<file path="config.mk">
export PLATFORM = sky130hd
export DESIGN_NAME = climate_window_classifier
export DESIGN_NICKNAME = d
export VERILOG_FILES = /design/src/design/cwc_pkg.sv /design/src/design/cwc_cfg_regs.sv /design/src/design/cwc_classify.sv /design/src/design/cwc_ms_div.sv /design/src/design/climate_window_classifier.sv
export SDC_FILE = /design/constraint.sdc
export NUM_CORES = 2
export LEC_CHECK = 0
export CELL_PAD_IN_SITES_DETAIL_PLACEMENT = 0
export CELL_PAD_IN_SITES_GLOBAL_PLACEMENT = 1
export CORE_UTILIZATION = 36
export CTS_CLUSTER_SIZE = 28
export DETAILED_ROUTE_END_ITERATION = 8
export DONT_BUFFER_PORTS = 1
export PLACE_DENSITY = 0.61
export SLEW_MARGIN = 10
export SYNTH_ARGS = -nofsm -noshare
export SYNTH_HDL_FRONTEND = slang
export SYNTH_SLANG_ARGS = --single-unit
</file>
<file path="constraint.sdc">
create_clock -name clk -period 10.6 [get_ports clk]
set_clock_uncertainty 0.15 [all_clocks]
set_input_delay 1.59 -clock clk [delete_from_list [all_inputs] [get_ports clk]]
set_output_delay 1.59 -clock clk [all_outputs]
set_load 0.01 [all_outputs]
</file>
<file path="src/design/cwc_pkg.sv">
`timescale 1ns / 1ps
// ----------------------------------------------------------------------------
// cwc_pkg
// Shared types and constants for the climate window classifier.
// ----------------------------------------------------------------------------
package cwc_pkg;

    // Climate class codes as they appear on the result stream
    typedef enum logic [2:0] {
        CLS_UNKNOWN  = 3'd0,
        CLS_SUITABLE = 3'd1,
        CLS_COLD     = 3'd2,
        CLS_HOT      = 3'd3,
        CLS_DRY      = 3'd4,
        CLS_HUMID    = 3'd5,
        CLS_FAULT    = 3'd6
    } class_t;

    // Configuration register indexes
    typedef enum logic [2:0] {
        REG_TEMP_MIN        = 3'd0,
        REG_TEMP_MAX        = 3'd1,
        REG_TEMP_MARGIN     = 3'd2,
        REG_HUMID_MIN       = 3'd3,
        REG_HUMID_MAX       = 3'd4,
        REG_HUMID_MARGIN    = 3'd5,
        REG_CREDIT_INTERVAL = 3'd6
    } cfg_idx_t;

    localparam int CFG_ADDR_W = 3;
    localparam int CFG_DATA_W = 32;

    // Reset values of the configuration registers
    localparam logic signed [14:0] TEMP_MIN_RST        = 15'sd1500;
    localparam logic signed [14:0] TEMP_MAX_RST        = 15'sd3000;
    localparam logic [10:0]        TEMP_MARGIN_RST     = 11'd50;
    localparam logic [9:0]         HUMID_MIN_RST       = 10'd400;
    localparam logic [9:0]         HUMID_MAX_RST       = 10'd800;
    localparam logic [8:0]         HUMID_MARGIN_RST    = 9'd20;
    localparam logic [31:0]        CREDIT_INTERVAL_RST = 32'd0;

    // Sensor plausibility range
    localparam logic signed [17:0] TEMP_FLOOR = -18'sd4000;
    localparam logic signed [17:0] TEMP_CEIL  = 18'sd8500;
    localparam logic [15:0]        HUMID_CEIL = 16'd1000;

    // Elapsed microseconds at which the millisecond count saturates
    localparam logic [63:0] SAT_ELAPSED = 64'd4294967296000;
    localparam logic [31:0] MS_MAX      = 32'hFFFF_FFFF;

    // Divide by 125 of a 39-bit value y = yh * 2^20 + yl:
    // 2^20 = 125 * 8388 + 76, so y / 125 = yh * 8388 + (yh * 76 + yl) / 125.
    // The small remainder term is divided by a reciprocal multiply.
    localparam logic [13:0] DIV_HI_MUL  = 14'd8388;
    localparam logic [6:0]  DIV_HI_REM  = 7'd76;
    localparam logic [26:0] DIV_RECIP   = 27'd68719477;
    localparam int          RECIP_SHIFT = 33;

    typedef struct packed {
        logic signed [14:0] temp_min;
        logic signed [14:0] temp_max;
        logic [10:0]        temp_margin;
        logic [9:0]         humid_min;
        logic [9:0]         humid_max;
        logic [8:0]         humid_margin;
        logic [31:0]        credit_interval;
    } cfg_t;

    typedef struct packed {
        logic [63:0]        now_time;
        logic               sample_ok;
        logic signed [15:0] temperature;
        logic [15:0]        humidity;
    } item_t;

    // Per-sample flags that ride alongside the millisecond computation
    typedef struct packed {
        logic   credit;
        class_t climate_class;
        logic   reading_valid;
    } tag_t;

    typedef struct packed {
        tag_t        tag;
        logic [63:0] elapsed;
    } cls_res_t;

    typedef struct packed {
        tag_t        tag;
        logic [31:0] suitable_ms;
    } out_t;

endpackage

</file>
<file path="src/design/cwc_cfg_regs.sv">
`timescale 1ns / 1ps
// ----------------------------------------------------------------------------
// cwc_cfg_regs
// Configuration register file, written through a plain write port.
// ----------------------------------------------------------------------------
module cwc_cfg_regs (
    input  logic                           clk,
    input  logic                           rst_n,
    input  logic                           cfg_wr_en,
    input  logic [cwc_pkg::CFG_ADDR_W-1:0] cfg_addr,
    input  logic [cwc_pkg::CFG_DATA_W-1:0] cfg_wdata,
    output cwc_pkg::cfg_t                  cfg
);

    cwc_pkg::cfg_t cfg_reg;
    cwc_pkg::cfg_t cfg_next;

    // Decode the write
    always_comb
    begin
        cfg_next = cfg_reg;
        if (cfg_wr_en)
        begin
            case (cwc_pkg::cfg_idx_t'(cfg_addr))
                cwc_pkg::REG_TEMP_MIN:        cfg_next.temp_min        = cfg_wdata[14:0];
                cwc_pkg::REG_TEMP_MAX:        cfg_next.temp_max        = cfg_wdata[14:0];
                cwc_pkg::REG_TEMP_MARGIN:     cfg_next.temp_margin     = cfg_wdata[10:0];
                cwc_pkg::REG_HUMID_MIN:       cfg_next.humid_min       = cfg_wdata[9:0];
                cwc_pkg::REG_HUMID_MAX:       cfg_next.humid_max       = cfg_wdata[9:0];
                cwc_pkg::REG_HUMID_MARGIN:    cfg_next.humid_margin    = cfg_wdata[8:0];
                cwc_pkg::REG_CREDIT_INTERVAL: cfg_next.credit_interval = cfg_wdata[31:0];
                default:                      cfg_next = cfg_reg;
            endcase
        end
    end

    always_ff @(posedge clk or negedge rst_n)
    begin
        if (!rst_n)
        begin
            cfg_reg.temp_min        <= cwc_pkg::TEMP_MIN_RST;
            cfg_reg.temp_max        <= cwc_pkg::TEMP_MAX_RST;
            cfg_reg.temp_margin     <= cwc_pkg::TEMP_MARGIN_RST;
            cfg_reg.humid_min       <= cwc_pkg::HUMID_MIN_RST;
            cfg_reg.humid_max       <= cwc_pkg::HUMID_MAX_RST;
            cfg_reg.humid_margin    <= cwc_pkg::HUMID_MARGIN_RST;
            cfg_reg.credit_interval <= cwc_pkg::CREDIT_INTERVAL_RST;
        end
        else
        begin
            cfg_reg <= cfg_next;
        end
    end

    assign cfg = cfg_reg;

endmodule

</file>
<file path="src/design/cwc_classify.sv">
`timescale 1ns / 1ps
// ----------------------------------------------------------------------------
// cwc_classify
// Window comparator with hysteresis, suitable-state timing and credits.
// Holds the class state and updates it once per loaded sample.
// ----------------------------------------------------------------------------
module cwc_classify (
    input  logic              clk,
    input  logic              rst_n,
    input  logic              load,
    input  cwc_pkg::cfg_t     cfg,
    input  cwc_pkg::item_t    item,
    output cwc_pkg::cls_res_t res
);

    cwc_pkg::class_t   class_reg;
    cwc_pkg::class_t   class_next;
    logic [63:0]       start_reg;
    logic [63:0]       start_next;
    logic [63:0]       last_reg;
    logic [63:0]       last_next;
    cwc_pkg::cls_res_t res_reg;
    cwc_pkg::cls_res_t res_next;

    logic               in_suitable;
    logic signed [17:0] t_val;
    logic signed [17:0] h_val;
    logic signed [17:0] t_min;
    logic signed [17:0] t_max;
    logic signed [17:0] t_mrg;
    logic signed [17:0] h_min;
    logic signed [17:0] h_max;
    logic signed [17:0] h_mrg;
    logic signed [17:0] t_lo;
    logic signed [17:0] t_hi;
    logic signed [17:0] h_lo;
    logic signed [17:0] h_hi;
    logic               reading_ok;
    cwc_pkg::class_t    judged;
    logic [63:0]        since_start;
    logic [63:0]        since_credit;
    logic               credit_due;

    assign in_suitable = (class_reg == cwc_pkg::CLS_SUITABLE);

    // Operands extended to a common signed width
    assign t_val = {{2{item.temperature[15]}}, item.temperature};
    assign h_val = {2'b00, item.humidity};
    assign t_min = {{3{cfg.temp_min[14]}}, cfg.temp_min};
    assign t_max = {{3{cfg.temp_max[14]}}, cfg.temp_max};
    assign t_mrg = {7'd0, cfg.temp_margin};
    assign h_min = {8'd0, cfg.humid_min};
    assign h_max = {8'd0, cfg.humid_max};
    assign h_mrg = {9'd0, cfg.humid_margin};

    // Limits widen while suitable, narrow otherwise
    assign t_lo = in_suitable ? (t_min - t_mrg) : (t_min + t_mrg);
    assign t_hi = in_suitable ? (t_max + t_mrg) : (t_max - t_mrg);
    assign h_lo = in_suitable ? (h_min - h_mrg) : (h_min + h_mrg);
    assign h_hi = in_suitable ? (h_max + h_mrg) : (h_max - h_mrg);

    // Sensor plausibility
    assign reading_ok = item.sample_ok
                        && (t_val >= cwc_pkg::TEMP_FLOOR)
                        && (t_val <= cwc_pkg::TEMP_CEIL)
                        && (item.humidity <= cwc_pkg::HUMID_CEIL);

    // Classification in priority order
    always_comb
    begin
        if (!reading_ok)
            judged = cwc_pkg::CLS_FAULT;
        else if (t_val < t_lo)
            judged = cwc_pkg::CLS_COLD;
        else if (t_val > t_hi)
            judged = cwc_pkg::CLS_HOT;
        else if (h_val < h_lo)
            judged = cwc_pkg::CLS_DRY;
        else if (h_val > h_hi)
            judged = cwc_pkg::CLS_HUMID;
        else
            judged = cwc_pkg::CLS_SUITABLE;
    end

    // Elapsed times, modulo 2^64
    assign since_start  = item.now_time - start_reg;
    assign since_credit = item.now_time - last_reg;
    assign credit_due   = (cfg.credit_interval != 32'd0)
                          && (since_credit >= {32'd0, cfg.credit_interval});

    // Next state and result
    always_comb
    begin
        class_next                 = judged;
        start_next                 = 64'd0;
        last_next                  = 64'd0;
        res_next.tag.credit        = 1'b0;
        res_next.tag.climate_class = judged;
        res_next.tag.reading_valid = reading_ok;
        res_next.elapsed           = 64'd0;
        if (judged == cwc_pkg::CLS_SUITABLE)
        begin
            if (!in_suitable)
            begin
                // On entering suitable, elapsed is zero and there is no credit
                start_next = item.now_time;
                last_next  = item.now_time;
            end
            else
            begin
                start_next       = start_reg;
                res_next.elapsed = since_start;
                if (credit_due)
                begin
                    last_next           = item.now_time;
                    res_next.tag.credit = 1'b1;
                end
                else
                begin
                    last_next = last_reg;
                end
            end
        end
    end

    always_ff @(posedge clk or negedge rst_n)
    begin
        if (!rst_n)
        begin
            class_reg <= cwc_pkg::CLS_UNKNOWN;
            start_reg <= 64'd0;
            last_reg  <= 64'd0;
        end
        else if (load)
        begin
            class_reg <= class_next;
            start_reg <= start_next;
            last_reg  <= last_next;
        end
    end

    // Result register, payload only
    always_ff @(posedge clk)
    begin
        if (load)
            res_reg <= res_next;
    end

    assign res = res_reg;

endmodule

</file>
<file path="src/design/cwc_ms_div.sv">
`timescale 1ns / 1ps
// ----------------------------------------------------------------------------
// cwc_ms_div
// Microseconds to milliseconds, saturating to 32 bits. Three registered
// steps: split and constant multiplies, reciprocal multiply, final sum.
// ----------------------------------------------------------------------------
module cwc_ms_div (
    input  logic              clk,
    input  logic              load_split,
    input  logic              load_recip,
    input  logic              load_out,
    input  cwc_pkg::cls_res_t res,
    output cwc_pkg::out_t     result
);

    // Split step
    logic [38:0] y;
    logic [18:0] y_hi;
    logic [19:0] y_lo;
    logic        sat_next;
    logic [32:0] base_next;
    logic [25:0] rem_next;

    cwc_pkg::tag_t s1_tag_reg;
    logic          s1_sat_reg;
    logic [32:0]   s1_base_reg;
    logic [25:0]   s1_rem_reg;

    // Reciprocal step
    logic [52:0] prod;
    logic [19:0] qlo_next;

    cwc_pkg::tag_t s2_tag_reg;
    logic          s2_sat_reg;
    logic [32:0]   s2_base_reg;
    logic [19:0]   s2_qlo_reg;

    // Output step
    logic [32:0]   q_sum;
    cwc_pkg::out_t out_next;
    cwc_pkg::out_t out_reg;

    // elapsed / 1000 = (elapsed >> 3) / 125, valid below the saturation point
    assign sat_next  = (res.elapsed >= cwc_pkg::SAT_ELAPSED);
    assign y         = res.elapsed[41:3];
    assign y_hi      = y[38:20];
    assign y_lo      = y[19:0];
    assign base_next = {14'd0, y_hi} * {19'd0, cwc_pkg::DIV_HI_MUL};
    assign rem_next  = 26'({7'd0, y_hi} * {19'd0, cwc_pkg::DIV_HI_REM}) + {6'd0, y_lo};

    always_ff @(posedge clk)
    begin
        if (load_split)
        begin
            s1_tag_reg  <= res.tag;
            s1_sat_reg  <= sat_next;
            s1_base_reg <= base_next;
            s1_rem_reg  <= rem_next;
        end
    end

    // rem / 125 by reciprocal multiply, exact for rem below 2^26
    assign prod     = {27'd0, s1_rem_reg} * {26'd0, cwc_pkg::DIV_RECIP};
    assign qlo_next = prod[52:cwc_pkg::RECIP_SHIFT];

    always_ff @(posedge clk)
    begin
        if (load_recip)
        begin
            s2_tag_reg  <= s1_tag_reg;
            s2_sat_reg  <= s1_sat_reg;
            s2_base_reg <= s1_base_reg;
            s2_qlo_reg  <= qlo_next;
        end
    end

    // Final sum and saturation
    assign q_sum                = s2_base_reg + {13'd0, s2_qlo_reg};
    assign out_next.tag         = s2_tag_reg;
    assign out_next.suitable_ms = s2_sat_reg ? cwc_pkg::MS_MAX : q_sum[31:0];

    always_ff @(posedge clk)
    begin
        if (load_out)
            out_reg <= out_next;
    end

    assign result = out_reg;

endmodule

</file>
<file path="src/design/climate_window_classifier.sv">
`timescale 1ns / 1ps
// ----------------------------------------------------------------------------
// climate_window_classifier
// Temperature/humidity window comparator with hysteresis, suitable-time
// tracking in milliseconds and periodic credit pulses.
// ----------------------------------------------------------------------------
//
//  Channel  Dir  Handshake              Payload
//  s_axis   in   s_axis_tvalid/tready   tdata: now_time, temperature, humidity
//                                       tuser: sample_ok
//  m_axis   out  m_axis_tvalid/tready   tdata: suitable_ms
//                                       tuser: credit, climate_class,
//                                              reading_valid
//  cfg      in   cfg_wr_en              cfg_addr, cfg_wdata
//
//  One sample per cycle sustained while m_axis_tready allows. Five registers
//  lie in line (input register, classifier, two divide steps, output) between
//  the edge that takes a sample and the offer of its result.
//  The classifier state updates as each sample is loaded, which is what
//  lets samples follow back to back.
//  Each stage advances whenever its successor can take data, so bubbles
//  collapse and input is taken while a finished result waits.
//  Reset empties the pipeline, returns the class to unknown and loads the
//  default configuration.
// ----------------------------------------------------------------------------
module climate_window_classifier (
    input  logic                           clk,
    input  logic                           rst_n,
    // fields: now_time[63:0], temperature[79:64], humidity[95:80]
    input  logic [95:0]                    s_axis_tdata,
    // fields: sample_ok[0]
    input  logic                           s_axis_tuser,
    input  logic                           s_axis_tvalid,
    output logic                           s_axis_tready,
    // fields: suitable_ms[31:0]
    output logic [31:0]                    m_axis_tdata,
    // fields: credit[0], climate_class[3:1], reading_valid[4]
    output logic [4:0]                     m_axis_tuser,
    output logic                           m_axis_tvalid,
    input  logic                           m_axis_tready,
    input  logic                           cfg_wr_en,
    input  logic [cwc_pkg::CFG_ADDR_W-1:0] cfg_addr,
    input  logic [cwc_pkg::CFG_DATA_W-1:0] cfg_wdata
);

    cwc_pkg::cfg_t     cfg;
    cwc_pkg::item_t    item_reg;
    cwc_pkg::cls_res_t cls_res;
    cwc_pkg::out_t     result;

    logic in_vld_reg;
    logic cls_vld_reg;
    logic s1_vld_reg;
    logic s2_vld_reg;
    logic out_vld_reg;

    logic in_rdy;
    logic cls_rdy;
    logic s1_rdy;
    logic s2_rdy;
    logic out_rdy;

    // Stage readiness, back from the output
    assign out_rdy = !out_vld_reg || m_axis_tready;
    assign s2_rdy  = !s2_vld_reg  || out_rdy;
    assign s1_rdy  = !s1_vld_reg  || s2_rdy;
    assign cls_rdy = !cls_vld_reg || s1_rdy;
    assign in_rdy  = !in_vld_reg  || cls_rdy;

    assign s_axis_tready = in_rdy;

    // Stage valid flags
    always_ff @(posedge clk or negedge rst_n)
    begin
        if (!rst_n)
        begin
            in_vld_reg  <= 1'b0;
            cls_vld_reg <= 1'b0;
            s1_vld_reg  <= 1'b0;
            s2_vld_reg  <= 1'b0;
            out_vld_reg <= 1'b0;
        end
        else
        begin
            if (in_rdy)
                in_vld_reg <= s_axis_tvalid;
            if (cls_rdy)
                cls_vld_reg <= in_vld_reg;
            if (s1_rdy)
                s1_vld_reg <= cls_vld_reg;
            if (s2_rdy)
                s2_vld_reg <= s1_vld_reg;
            if (out_rdy)
                out_vld_reg <= s2_vld_reg;
        end
    end

    // Input register
    always_ff @(posedge clk)
    begin
        if (s_axis_tvalid && in_rdy)
        begin
            item_reg.now_time    <= s_axis_tdata[63:0];
            item_reg.temperature <= s_axis_tdata[79:64];
            item_reg.humidity    <= s_axis_tdata[95:80];
            item_reg.sample_ok   <= s_axis_tuser;
        end
    end

    cwc_cfg_regs u_cfg (
        .clk       (clk),
        .rst_n     (rst_n),
        .cfg_wr_en (cfg_wr_en),
        .cfg_addr  (cfg_addr),
        .cfg_wdata (cfg_wdata),
        .cfg       (cfg)
    );

    cwc_classify u_classify (
        .clk   (clk),
        .rst_n (rst_n),
        .load  (in_vld_reg && cls_rdy),
        .cfg   (cfg),
        .item  (item_reg),
        .res   (cls_res)
    );

    cwc_ms_div u_ms_div (
        .clk        (clk),
        .load_split (cls_vld_reg && s1_rdy),
        .load_recip (s1_vld_reg && s2_rdy),
        .load_out   (s2_vld_reg && out_rdy),
        .res        (cls_res),
        .result     (result)
    );

    assign m_axis_tvalid = out_vld_reg;
    assign m_axis_tdata  = result.suitable_ms;
    assign m_axis_tuser  = {result.tag.reading_valid, result.tag.climate_class,
                            result.tag.credit};

    // ------------------------------------------------------------------------
    // Assertions
    // ------------------------------------------------------------------------

    // An empty output register means the whole pipeline can take a sample
    a_ready_when_drained: assert property (@(posedge clk) disable iff (!rst_n)
        !out_vld_reg |-> s_axis_tready)
        else $error("input stalled with an empty output register");

    // Outside the suitable class there is neither elapsed time nor credit
    a_unsuitable_quiet: assert property (@(posedge clk) disable iff (!rst_n)
        (out_vld_reg && result.tag.climate_class != cwc_pkg::CLS_SUITABLE)
        |-> (result.suitable_ms == 32'd0 && !result.tag.credit))
        else $error("time or credit reported outside the suitable class");

    // A rejected reading is always reported as a sensor fault
    a_fault_class: assert property (@(posedge clk) disable iff (!rst_n)
        (out_vld_reg && !result.tag.reading_valid)
        |-> (result.tag.climate_class == cwc_pkg::CLS_FAULT))
        else $error("invalid reading not classed as fault");

    // Every delivered result carries a decided class
    a_class_known: assert property (@(posedge clk) disable iff (!rst_n)
        out_vld_reg |-> (result.tag.climate_class != cwc_pkg::CLS_UNKNOWN))
        else $error("result delivered with unknown class");

endmodule

</file>
==> flow_summary_export.csv <==
group,metric,value,unit
drt,drtPass1Iterations,8,
die,row_count,133,
grt,grt_overflow,0,
clocking,cts_made_buffers,70,
cells_and_area,final_nets,5852,
critical_path,required,11000,ps
critical_path,worst_setup_path_start_kind,"flip-flop",
place,io_buffers,0,
sta,fmax,116,MHz
die,core_area,132000,um2
synthesis,synthSimpleGateAreaFrac,0.0850,
place,globalplace.congestion,0.873,
run_status,outcome,"finished clean",
die,num_io_pins,176,
clocking,hold_buffers,0,
clocking,post_cts_resized,0,
critical_path,max_stage_delay,840,ps
sta,rsz0062_at_grt,"no",
critical_path,path_delay_family,"compound AO/OA/AOI/OAI gates",
grt,grt_first_pass_wirelength,195000,um
synthesis,yosysSeqAreaShare,0.325,
synthesis,synth_xor_area_frac,0.0407,
clocking,htreeDepth,3,
clocking,clk_pin_slew,60,ps
clocking,cts_max_path_buffers,3,
sta,fin_crit,8600,ps
critical_path,cp_slowest_cell,"a2111oi_1",
synthesis,synth_edf_count,321,
clocking,cts_tree,"done",
sta,setup_viol,0,
die,die_area,135000,um2
synthesis,synth_top_flop_cell,"edfxtp_1",
grt,antenna_found_initial,9,
synthesis,synthAdderAreaFrac,0.302,
drt,drcViolationCount,0,
sta,worstMarginPinSlew,1150,ps
synthesis,yosys_warnings,0,
die,initial_core_util,0.364,
critical_path,crit_fanout,68,
hold_path,hold_class,"reg2reg",
cells_and_area,drive_above_1_share,0.0622,
synthesis,synth_area,48000,um2
sta,tns,0,ps
drt,totalWireLength,123000,um
sta,slew_viol_final,0,
clocking,cts_root_buf,"clkbuf_16",
grt,grt_pass1_vias,33400,
sta,maxSlewHeadroom,0.230,
drt,vias,32700,
synthesis,syn-mean-instance-area,10.2,um2
sta,finalCritPeriodShare,0.811,
place,dp_hpwl,99700,um
synthesis,syn_nets,5834,
cells_and_area,largest_reg_flops,102,
synthesis,synth_top_family_by_area,"adder cells",
drt,first_iter_violations,1659,
critical_path,critPathKind,"reg2reg",
critical_path,cp-end-kind,"flip-flop",
clocking,insertion_delay,660,ps
job,max_cap_viol_count,0,
synthesis,muxShareOfSynthArea,0.0266,
die,die_w,367,um
critical_path,worst-path-buf-inv,3,
die,die_h,367,um
synthesis,synthArstFlopShare,0.426,
synthesis,synth-seq-cells,559,
grt,grt_max_degree,239,
clocking,clock_sinks,559,
cells_and_area,areaGrowthSynthToFinish,9.48,%
grt,track_usage,0.185,
drt,via_per_inst,5.00,
synthesis,synthCells,4697,
synthesis,synth_compound_area_frac,0.146,
clocking,cts_setup_buffers,0,
critical_path,crit_top_cell,"o21ai_0",
sta,hold_viol_final,0,
cells_and_area,fill_cells,13000,
critical_path,crit_arrival,9000,ps
drt,wl_per_cell,18.9,um
synthesis,synthDistinctLibCells,83,
drt,ant_nets,0,
[cells by family after synthesis]
logic type,Yosys count
buf+inv,935
compound gates,1027
simple gates,838
xor+xnor,223
fa+ha+maj,1000
mux,115
flops,559
[per-stage QoR]
| stage | instance area [um2] | cells | utilization | hold slack (ps) | setup slack, ps |
|---|---|---|---|---|---|
| after global placement | 50100 | 6398 | 0.380 | 252 | 1760 |
| after detailed placement | 50100 | 6398 | 0.380 | 255 | 1690 |
| after global routing | 52600 | 6529 | 0.398 | 265 | 1090 |
| after floorplan | 48000 | 4697 | - | 250 | 2900 |
| after CTS | 52600 | 6528 | 0.398 | 253 | 1690 |
| final | 52600 | 6531 | 0.398 | 261 | 2000 |
[worst register-to-register path: cells and delay by family, from the launching register on]
family	cells	cell delay [ps]
adders and majority gates	2	760
DFF	1	380
buffers and inverters	3	870
and+or+nand+nor	11	2490
AOI/OAI and AO/OA	15	3870
[Yosys cell counts, types with 23 or more instances]
| cell | count | share of area |
|---|---|---|
| a211oi_1 | 28 | 0.0044 |
| a21boi_0 | 23 | 0.0036 |
| a21o_1 | 133 | 0.021 |
| a21oi_1 | 255 | 0.027 |
| a22o_1 | 127 | 0.023 |
| a31oi_1 | 26 | 0.0034 |
| and3_1 | 36 | 0.0047 |
| clkbuf_1 | 60 | 0.0047 |
| dfrtp_1 | 213 | 0.11 |
| dfstp_2 | 25 | 0.014 |
| edfxtp_1 | 321 | 0.20 |
| fa_1 | 263 | 0.11 |
| ha_1 | 737 | 0.19 |
| inv_1 | 861 | 0.067 |
| mux2_2 | 97 | 0.023 |
| nand2_1 | 191 | 0.015 |
| nand2b_1 | 48 | 0.0063 |
| nand3_1 | 66 | 0.0069 |
| nand4_1 | 42 | 0.0055 |
| nor2_1 | 239 | 0.019 |
| nor2b_1 | 37 | 0.0048 |
| nor3_1 | 59 | 0.0061 |
| nor4_1 | 27 | 0.0035 |
| o21a_1 | 53 | 0.0083 |
| o21ai_0 | 157 | 0.016 |
| o21bai_1 | 56 | 0.0088 |
| xnor2_1 | 140 | 0.026 |
| xor2_1 | 83 | 0.015 |
[cell usage in the layout, fill, tap and decap left out, drive strengths merged, types with 20 or more instances in the layout]
| master | netlist | routed |
|---|---|---|
| nor4 | 27 | 27 |
| fa | 263 | 263 |
| ha | 737 | 737 |
| xor2 | 83 | 83 |
| a21oi | 257 | 257 |
| and2 | 21 | 21 |
| and3 | 36 | 36 |
| clkbuf | 60 | 95 |
| inv | 861 | 867 |
| o21a | 53 | 53 |
| a21o | 133 | 133 |
| nand2 | 191 | 191 |
| a21boi | 24 | 24 |
| o21ai | 164 | 164 |
| buf | 14 | 20 |
| dfrtp | 213 | 213 |
| dfstp | 25 | 25 |
| a31oi | 26 | 26 |
| nand2b | 48 | 48 |
| nand3 | 66 | 66 |
| o21bai | 56 | 56 |
| or3 | 21 | 21 |
| nor3 | 59 | 59 |
| a211oi | 28 | 28 |
| nand4 | 42 | 42 |
| xnor2 | 140 | 140 |
| mux2 | 98 | 98 |
| edfxtp | 321 | 321 |
| nor2 | 239 | 239 |
| a22o | 127 | 127 |
| nor2b | 37 | 37 |
[worst paths after layout]
| check | startpoint | end | slack, ps | cells after the start |
|---|---|---|---|---|
| max | u_classify.class_reg[1] | u_classify.start_reg[55] | 2000 | 31 |
| min | u_ms_div.s1_base_reg[5] | u_ms_div.s2_base_reg[5] | 260 | 0 |
| max reg2reg | u_classify.class_reg[1] | u_classify.start_reg[55] | 2000 | 31 |
| min reg2reg | u_ms_div.s1_base_reg[5] | u_ms_div.s2_base_reg[5] | 260 | 0 |
| max in group asynchronous | rst_n | u_classify.last_reg[53] | 9290 | 0 |
| min in group asynchronous | rst_n | u_cfg.cfg[88] | 490 | 0 |
[layer usage]
layer / vias to the layer above / GRT usage / routed length (um)
li1: 16400 / - / -
met1: 15700 / 0.261 / 60400
met4: 0 / 0.0412 / 2370
met5: - / 0 / 0
met3: 134 / 0.0256 / 4490
met2: 543 / 0.300 / 56000
[area by class of cell]
cell class	count	area (um2)	area share
Multi-Input combinational cell	3203	28900	0.550
Timing Repair Buffer	20	150	0.00286
Antenna cell	3	7.51	0.000143
Inverter	861	3230	0.0615
Sequential cell	559	15600	0.297
Clock inverter	35	522	0.00992
Tap cell	1755	2200	0.0418
Clock buffer	95	1940	0.0369
Power is not shown: default switching activity piles up to over one toggle a cycle in this logic, so the estimate is an artifact.
